<file path="config.mk">
export PLATFORM = sky130hd
export DESIGN_NAME = banked_memory_page_mapper
export DESIGN_NICKNAME = d
export VERILOG_FILES = /design/src/hdl/bmpm_pkg.sv /design/src/hdl/bmpm_remdiv.sv /design/src/hdl/banked_memory_page_mapper.sv
export SDC_FILE = /design/constraint.sdc
export NUM_CORES = 1
export LEC_CHECK = 0
export ABC_AREA = 1
export CAP_MARGIN = 10
export CELL_PAD_IN_SITES_DETAIL_PLACEMENT = 0
export CELL_PAD_IN_SITES_GLOBAL_PLACEMENT = 1
export CORE_MARGIN = 3
export CORE_UTILIZATION = 52
export DETAILED_ROUTE_END_ITERATION = 8
export DONT_BUFFER_PORTS = 1
export PLACE_DENSITY_LB_ADDON = 0.1
export SYNTH_ARGS = -nofsm -noshare
export SYNTH_HDL_FRONTEND = slang
export SYNTH_HIERARCHICAL = 1
export SYNTH_SLANG_ARGS = --single-unit
</file>
<file path="constraint.sdc">
create_clock -name clk -period 7.38 [get_ports clk]
set_input_delay 0.738 -clock clk [delete_from_list [all_inputs] [get_ports clk]]
set_output_delay 0.738 -clock clk [all_outputs]
set_load 0.03 [all_outputs]
</file>
<file path="src/hdl/bmpm_pkg.sv">
package bmpm_pkg;

  localparam int WINDOWS      = 4;
  localparam int WIN_W        = 2;
  localparam int OFFSET_W     = 14;
  localparam int BANK_W       = 7;
  localparam int PHYS_W       = BANK_W + OFFSET_W;
  localparam int PAGE_W       = 8;
  localparam int COUNT_W      = 8;
  localparam int PADDR_W      = 3;
  localparam int PDATA_W      = 32;

  localparam logic [PAGE_W-1:0]  PAGE_RESET_BASE = 8'h80;
  localparam logic [COUNT_W-1:0] BANK_COUNT_RESET = 8'd128;
  localparam int                 EXT_BIT = 7;

  // Lock port bit taken by each window
  localparam int LOCK_BIT_W0 = 6;
  localparam int LOCK_BIT_W1 = 4;
  localparam int LOCK_BIT_W2 = 5;
  localparam int LOCK_BIT_W3 = 7;

  localparam logic REG_BANK_COUNT = 1'b0;

  typedef enum logic [2:0] {
    MODE_PAGE_WR  = 3'd0,
    MODE_LOCK_WR  = 3'd1,
    MODE_RD       = 3'd2,
    MODE_WR       = 3'd3,
    MODE_READBACK = 3'd4
  } mode_t;

  typedef enum logic [1:0] {
    ST_IDLE,
    ST_EXEC,
    ST_WAIT
  } state_t;

  typedef struct packed {
    logic [2:0]  mode;
    logic [1:0]  window_index;
    logic [7:0]  write_value;
    logic [15:0] cpu_address;
  } req_t;

  typedef struct packed {
    logic [20:0] physical_address;
    logic [7:0]  page_readback;
  } rsp_t;

  typedef struct packed {
    logic               start;
    logic [BANK_W-1:0]  dividend;
    logic [COUNT_W-1:0] divisor;
  } rem_cmd_t;

  typedef struct packed {
    logic              busy;
    logic [BANK_W-1:0] remainder;
  } rem_sts_t;

endpackage

</file>
<file path="src/hdl/bmpm_remdiv.sv">
module bmpm_remdiv (
  input  logic               clk,
  input  logic               rst,
  input  bmpm_pkg::rem_cmd_t cmd,
  output bmpm_pkg::rem_sts_t sts
);
  import bmpm_pkg::*;

  localparam int STEP_W = $clog2(BANK_W);

  logic               busy;
  logic [STEP_W-1:0]  step;
  logic [BANK_W-1:0]  dvd;
  logic [COUNT_W-1:0] dsr;
  logic [COUNT_W-1:0] rem;

  logic [COUNT_W:0]   trial;
  logic               fits;
  logic [COUNT_W:0]   diff;

  // One restoring step: shift in the next dividend bit, subtract if it fits
  assign trial = {rem, dvd[BANK_W-1]};
  assign fits  = trial >= {1'b0, dsr};
  assign diff  = trial - {1'b0, dsr};

  always_ff @(posedge clk) begin
    if (rst) begin
      busy <= 1'b0;
      step <= '0;
    end else if (cmd.start) begin
      busy <= 1'b1;
      step <= STEP_W'(BANK_W - 1);
    end else if (busy) begin
      step <= step - 1'b1;
      if (step == '0) begin
        busy <= 1'b0;
      end
    end
  end

  always_ff @(posedge clk) begin
    if (cmd.start) begin
      dvd <= cmd.dividend;
      dsr <= cmd.divisor;
      rem <= '0;
    end else if (busy) begin
      dvd <= {dvd[BANK_W-2:0], 1'b0};
      rem <= fits ? diff[COUNT_W-1:0] : trial[COUNT_W-1:0];
    end
  end

  assign sts.busy      = busy;
  assign sts.remainder = rem[BANK_W-1:0];

  a_rem_below_divisor: assert property (@(posedge clk) disable iff (rst)
    $fell(busy) && dsr != '0 |-> rem < dsr)
    else $error("remainder not below divisor");

  a_no_restart_busy: assert property (@(posedge clk) disable iff (rst)
    busy |-> !cmd.start)
    else $error("remainder unit restarted while busy");

endmodule

</file>
<file path="src/hdl/banked_memory_page_mapper.sv">
// Channel   Direction  Handshake            Payload
// req       in         req_valid/req_stall  bmpm_pkg::req_t
// rsp       out        rsp_valid/rsp_stall  bmpm_pkg::rsp_t
// apb       in         psel/penable/pready  bank_count at byte address 0
//
// An item is taken in one cycle and decoded in the next. Page, lock and readback
// items, legacy-mode accesses and extended ones with bank_count 0 finish there.
// Other extended accesses run the bank modulo through the bit-serial remainder
// unit, one bit per cycle over 7 bits. One item is in flight; req_stall is high
// until its result is in the output register. Synchronous reset restores the page
// registers, sets all locks and bank_count to 128. A stalled result holds.
module banked_memory_page_mapper (
  input  logic                           clk,
  input  logic                           rst,
  input  logic                           req_valid,
  output logic                           req_stall,
  input  bmpm_pkg::req_t                 req,
  output logic                           rsp_valid,
  input  logic                           rsp_stall,
  output bmpm_pkg::rsp_t                 rsp,
  input  logic                           psel,
  input  logic                           penable,
  input  logic                           pwrite,
  input  logic [bmpm_pkg::PADDR_W-1:0]   paddr,
  input  logic [bmpm_pkg::PDATA_W-1:0]   pwdata,
  output logic [bmpm_pkg::PDATA_W-1:0]   prdata,
  output logic                           pready
);
  import bmpm_pkg::*;

  state_t             state, state_next;
  req_t               item;
  logic [PAGE_W-1:0]  page_regs [WINDOWS];
  logic [WINDOWS-1:0] locks;
  logic [COUNT_W-1:0] bank_count;

  rem_cmd_t           rem_cmd;
  rem_sts_t           rem_sts;

  logic               accept;
  logic               slot_free;
  logic               load_rsp;
  logic               apply;
  logic               is_access;
  logic               is_ext;
  logic [WIN_W-1:0]   sel_win;
  logic [PAGE_W-1:0]  pg;
  logic [BANK_W-1:0]  legacy_bank;
  logic [BANK_W-1:0]  bank;
  rsp_t               rsp_next;

  bmpm_remdiv u_remdiv (
    .clk (clk),
    .rst (rst),
    .cmd (rem_cmd),
    .sts (rem_sts)
  );

  // Configuration port
  assign pready = 1'b1;
  assign prdata = (paddr[PADDR_W-1] == REG_BANK_COUNT)
                ? {{(PDATA_W-COUNT_W){1'b0}}, bank_count} : '0;

  always_ff @(posedge clk) begin
    if (rst) begin
      bank_count <= BANK_COUNT_RESET;
    end else if (psel && penable && pwrite && paddr[PADDR_W-1] == REG_BANK_COUNT) begin
      bank_count <= pwdata[COUNT_W-1:0];
    end
  end

  assign req_stall = state != ST_IDLE;
  assign accept    = req_valid && !req_stall;
  assign slot_free = !rsp_valid || !rsp_stall;

  // Bank resolution
  assign is_access   = item.mode == MODE_RD || item.mode == MODE_WR;
  assign sel_win     = is_access ? item.cpu_address[15:14] : item.window_index;
  assign pg          = page_regs[sel_win];
  assign is_ext      = pg[EXT_BIT];
  assign legacy_bank = (item.mode == MODE_WR || locks[sel_win])
                     ? {4'b0, pg[2:0]} : {4'b0, pg[6:4]};
  always_comb begin
    if (!is_ext) begin
      bank = legacy_bank;
    end else if (bank_count == '0) begin
      bank = '0;
    end else begin
      bank = rem_sts.remainder;
    end
  end

  always_comb begin
    rsp_next = '0;
    if (is_access) begin
      rsp_next.physical_address = {bank, item.cpu_address[OFFSET_W-1:0]};
    end else if (item.mode == MODE_READBACK) begin
      rsp_next.page_readback = pg;
    end
  end

  always_comb begin
    state_next       = state;
    load_rsp         = 1'b0;
    apply            = 1'b0;
    rem_cmd.start    = 1'b0;
    rem_cmd.dividend = pg[BANK_W-1:0];
    rem_cmd.divisor  = bank_count;
    unique case (state)
      ST_IDLE: begin
        if (accept) begin
          state_next = ST_EXEC;
        end
      end
      ST_EXEC: begin
        if (is_access && is_ext && bank_count != '0) begin
          rem_cmd.start = 1'b1;
          state_next    = ST_WAIT;
        end else if (slot_free) begin
          load_rsp   = 1'b1;
          apply      = 1'b1;
          state_next = ST_IDLE;
        end
      end
      ST_WAIT: begin
        if (!rem_sts.busy && slot_free) begin
          load_rsp   = 1'b1;
          state_next = ST_IDLE;
        end
      end
      default: state_next = ST_IDLE;
    endcase
  end

  always_ff @(posedge clk) begin
    if (rst) begin
      state <= ST_IDLE;
    end else begin
      state <= state_next;
    end
  end

  always_ff @(posedge clk) begin
    if (accept) begin
      item <= req;
    end
  end

  always_ff @(posedge clk) begin
    if (rst) begin
      for (int i = 0; i < WINDOWS; i++) begin
        page_regs[i] <= PAGE_RESET_BASE + PAGE_W'(i);
      end
      locks <= '1;
    end else if (apply) begin
      case (item.mode)
        MODE_PAGE_WR: page_regs[item.window_index] <= item.write_value;
        MODE_LOCK_WR: begin
          locks[0] <= item.write_value[LOCK_BIT_W0];
          locks[1] <= item.write_value[LOCK_BIT_W1];
          locks[2] <= item.write_value[LOCK_BIT_W2];
          locks[3] <= item.write_value[LOCK_BIT_W3];
        end
        default: ;
      endcase
    end
  end

  // Output register: hold while stalled
  always_ff @(posedge clk) begin
    if (rst) begin
      rsp_valid <= 1'b0;
    end else if (load_rsp) begin
      rsp_valid <= 1'b1;
    end else if (!rsp_stall) begin
      rsp_valid <= 1'b0;
    end
  end

  always_ff @(posedge clk) begin
    if (load_rsp) begin
      rsp <= rsp_next;
    end
  end

  a_accept_to_exec: assert property (@(posedge clk) disable iff (rst)
    accept |=> state == ST_EXEC)
    else $error("accepted item not decoded next cycle");

  a_busy_only_in_wait: assert property (@(posedge clk) disable iff (rst)
    rem_sts.busy |-> state == ST_WAIT)
    else $error("remainder unit busy outside wait");

  a_load_needs_slot: assert property (@(posedge clk) disable iff (rst)
    load_rsp |-> slot_free)
    else $error("result loaded over a pending transfer");

endmodule

</file>
==> results.json <==
{
  "outcome": "completed",
  "row_count": 39,
  "globalRouteMet3Util_pct": 6.48,
  "cp-start-kind": "flip-flop",
  "rsz0062_at_grt": "no",
  "critPathKind": "reg -> reg",
  "critPathMaxFanout": 26,
  "timing.final.crit_period_ns": 3.71,
  "pwr-share-clk_pct": 45.3,
  "die_area_um2": 13500,
  "ys_warn_count": 6,
  "p_sw_mw": 0.440,
  "worst_setup_path_end_kind": "flip-flop",
  "number_of_storage_elements_in_the_synthesis_netlist": 132,
  "use_met1_pct": 23.6,
  "final_layout_size_suffix_gt1_share_pct": 9.09,
  "antenna_found_initial": 0,
  "grt_overflow_total": 0,
  "worst_path_arrival_time_ns": 3.81,
  "wire_length_of_the_first_global_routing_pass_um": 19300,
  "floorplan.initialDensity_pct": 54.2,
  "grt_usage_pct": 19.1,
  "cts_max_level": 4,
  "timing.rr.end": "u_remdiv/dvd[1]$_DFFE_PP_",
  "fmax_ghz": 0.269,
  "dpl.hpwl_um": 8780,
  "synthDominantAreaCellType": "sky130_fd_sc_hd__edfxtp_1",
  "netlist_instances": 647,
  "non_filler_instance_count_after_layout": 803,
  "numPortBuffers": 0,
  "die_w_um": 116,
  "timing.hold.worst.class": "in -> reg",
  "cts_post_setup_buffers_inserted": 0,
  "pin_count": 135,
  "timing.final.setup_violations": 0,
  "ys.flop_type": "sky130_fd_sc_hd__edfxtp_1",
  "syn_to_final_growth_pct": 9.40,
  "postSynthAreaPerCell_um2": 9.73,
  "internal_power_mw": 1.41,
  "vias_in_the_first_global_route": 3880,
  "timing.max_cap.violations": 0,
  "cts_resized": 0,
  "synth_most_common_cell": "sky130_fd_sc_hd__nand2_1",
  "final.period_utilization_pct": 50.3,
  "tritoncts.num_buffers": 17,
  "worst_hold_startpoint": "rst",
  "insertedDiodeCount": 0,
  "synth_top_cell_area_share_pct": 50.1,
  "tritoncts": "yes",
  "edff_count_synth": 105,
  "clk-insertion-delay-late_ns": 0.42,
  "skew_ns": 0.00844,
  "routed-via-count": 4064,
  "design.core.area_um2": 11600,
  "synthesis.area_um2": 6300,
  "holdPathEnd": "rsp_valid$_SDFFE_PP0P_",
  "drv_slew": 0,
  "seq_power_share_pct": 46.7,
  "post_synth_num_cell_types": 37,
  "timing_hold_violations_final": 0,
  "wirelength_um": 12000,
  "cellLeakagePower_nw": 3.05,
  "share_of_the_yosys_chip_area_belonging_to_registers_pct": 58.6,
  "tightestPinTransition_ns": 0.764,
  "pre_repair_dr_iteration_count": 4,
  "ctsLongestPathBuffers": 2,
  "drtIter0Drc": 242,
  "synth_top_cells_by_count": "sky130_fd_sc_hd__nand2_1, sky130_fd_sc_hd__edfxtp_1, sky130_fd_sc_hd__inv_1",
  "p_per_area_nw_per_um2": 268,
  "routed_via_density": 5.06,
  "cts_sinks": 132,
  "antenna_violating_nets_post_route": 0,
  "cp_data_required_time_ns": 7.48,
  "numPlacedInstances": 770,
  "min_delay_path_depth": 1,
  "maxSlewHeadroom_pct": 48.9,
  "routed_wire_length_per_instance_um": 15.0,
  "drcViolationCount": 0,
  "critical_path.reg2reg.startpoint": "item[27]$_DFFE_PP_",
  "comb_power_share_pct": 7.9,
  "switching_share_pct": 23.8,
  "gpl.final_weighted_congestion": 0.844,
  "worst_hold_slack_ns": 0.386,
  "die_height_um": 116,
  "regToRegSetupSlack_ns": 3.67,
  "max-vdd-ir-drop_mv": 0.205,
  "cts-hold-fix-buffers": 0,
  "final.setup.tns_ns": 0,
  "global_route.usage.met2_pct": 31.6,
  "grt_busiest_layer": "met2",
  "synth.area.top_cells": "sky130_fd_sc_hd__edfxtp_1, sky130_fd_sc_hd__dfxtp_1, sky130_fd_sc_hd__nand2_1, sky130_fd_sc_hd__inv_1, sky130_fd_sc_hd__buf_4",
  "layout.nets": 732,
  "worstRegToRegCells": 10,
  "pin_count_of_the_biggest_net_entering_global_routing": 31,
  "final.fill_count": 1019,
  "clock_transition_at_the_register_clock_pins_on_the_worst_setup_and_hold_paths_after_cts_ns": 0.06,
  "synthArstFlopShare_pct": 0,
  "clock-root-buffer": "sky130_fd_sc_hd__clkbuf_16"
}
[area by class of cell]
type	count	area, um2	area share [%]
Clock inverter	11	121	1.76
Inverter	103	387	5.61
Sequential cell	132	3690	53.6
Multi-Input combinational cell	390	1990	28.8
Timing Repair Buffer	3	42.5	0.617
Clock buffer	21	482	6.99
Tap cell	143	179	2.60
[stage by stage]
stage / setup WS, ns / area, um2 / util, % / power [mW]
floorplan: 4.94 / 6380 / - / 1.00
global placement: 3.72 / 6260 / 53.9 / 1.02
detailed placement: 3.65 / 6260 / 53.9 / 1.02
CTS: 3.62 / 6860 / 59.1 / 1.86
global route: 3.21 / 6890 / 59.3 / 1.92
finish: 3.67 / 6890 / 59.3 / 1.85
[state kept, by name, indices dropped and copies added, names as in the netlist]
name,cells
state,2
u_remdiv/busy,1
bank_count,8
rsp,29
item,29
u_remdiv/dsr,8
u_remdiv/dvd,7
locks,4
u_remdiv/rem,8
page_regs,32
u_remdiv/step,3
rsp_valid,1
[worst max path at each step]
stage | from | end | slack [ns] | cells past startpoint
2_1_floorplan | item[28]$_DFFE_PP_ | u_remdiv/dvd[0]$_SDFFCE_PN0P_ | 4.94 | 13
3_3_place_gp | item[27]$_DFFE_PP_ | u_remdiv/dvd[5]$_DFFE_PP_ | 3.72 | 10
3_5_place_dp | item[27]$_DFFE_PP_ | u_remdiv/dvd[3]$_DFFE_PP_ | 3.65 | 10
4_1_cts | item[27]$_DFFE_PP_ | u_remdiv/dvd[1]$_DFFE_PP_ | 3.62 | 10
5_1_grt | item[27]$_DFFE_PP_ | u_remdiv/dvd[1]$_DFFE_PP_ | 3.21 | 10
6_report | item[27]$_DFFE_PP_ | u_remdiv/dvd[1]$_DFFE_PP_ | 3.67 | 10
[power by group through the flow]
stage / Clock [mW] / Combinational [mW] / Sequential [mW]
6_report: 0.838 / 0.147 / 0.864
5_1_grt: 0.889 / 0.167 / 0.867
4_1_cts: 0.855 / 0.144 / 0.865
3_5_place_dp: 0 / 0.143 / 0.880
3_3_place_gp: 0 / 0.141 / 0.879
2_1_floorplan: 0 / 0.127 / 0.875
[worst max-delay path: stages, from the launching register on]
cell	delay (ns)
sky130_fd_sc_hd__edfxtp_1	0.48
sky130_fd_sc_hd__nand2_2	0.40
sky130_fd_sc_hd__nand2_1	0.17
sky130_fd_sc_hd__nand2_1	0.61
sky130_fd_sc_hd__nand2_1	0.13
sky130_fd_sc_hd__nand3_1	0.12
sky130_fd_sc_hd__nand2_1	0.09
sky130_fd_sc_hd__nand3_1	0.11
sky130_fd_sc_hd__inv_1	0.29
sky130_fd_sc_hd__nor2_1	0.66
sky130_fd_sc_hd__inv_1	0.34
[cell usage in the layout (no fill, tap or decap), types with 2 or more instances in the layout]
master                       count
sky130_fd_sc_hd__a21oi_1        29
sky130_fd_sc_hd__buf_4           2
sky130_fd_sc_hd__bufinv_16       2
sky130_fd_sc_hd__clkbuf_16      18
sky130_fd_sc_hd__clkbuf_8        2
sky130_fd_sc_hd__clkinv_2        3
sky130_fd_sc_hd__clkinvlp_4      3
sky130_fd_sc_hd__conb_1         25
sky130_fd_sc_hd__dfxtp_1        27
sky130_fd_sc_hd__edfxtp_1      105
sky130_fd_sc_hd__ha_1           13
sky130_fd_sc_hd__inv_1          97
sky130_fd_sc_hd__inv_2           5
sky130_fd_sc_hd__nand2_1       135
sky130_fd_sc_hd__nand2_2         2
sky130_fd_sc_hd__nand3_1        35
sky130_fd_sc_hd__nand3_2         5
sky130_fd_sc_hd__nand3_4         3
sky130_fd_sc_hd__nand3b_1        7
sky130_fd_sc_hd__nand4_1         9
sky130_fd_sc_hd__nor2_1         67
sky130_fd_sc_hd__nor2_2          3
sky130_fd_sc_hd__nor2_4          2
sky130_fd_sc_hd__nor3_1          3
sky130_fd_sc_hd__o211ai_1        6
sky130_fd_sc_hd__o21ai_0        25
sky130_fd_sc_hd__o21bai_1        7
sky130_fd_sc_hd__or2_2           2
sky130_fd_sc_hd__xor2_1          3
[per-layer routing]
| metal | vias to the layer above | routed length [um] |
|---|---|---|
| met3 | 12 | 492 |
| met5 | - | 0 |
| met1 | 1885 | 5280 |
| met4 | 0 | 166 |
| met2 | 93 | 6110 |
| li1 | 2074 | - |
[cells by family after synthesis]
kind of cell             synth area share (%)
AND/OR/NAND/NOR                          20.2
buffers and inverters                    11.2
flip-flops                               58.6
AO/OA/AOI/OAI                            6.52
adder cells (fa/ha/maj)                  2.90
XOR/XNOR                                0.417
other                                   0.119
(Power assumes the default switching activity.)
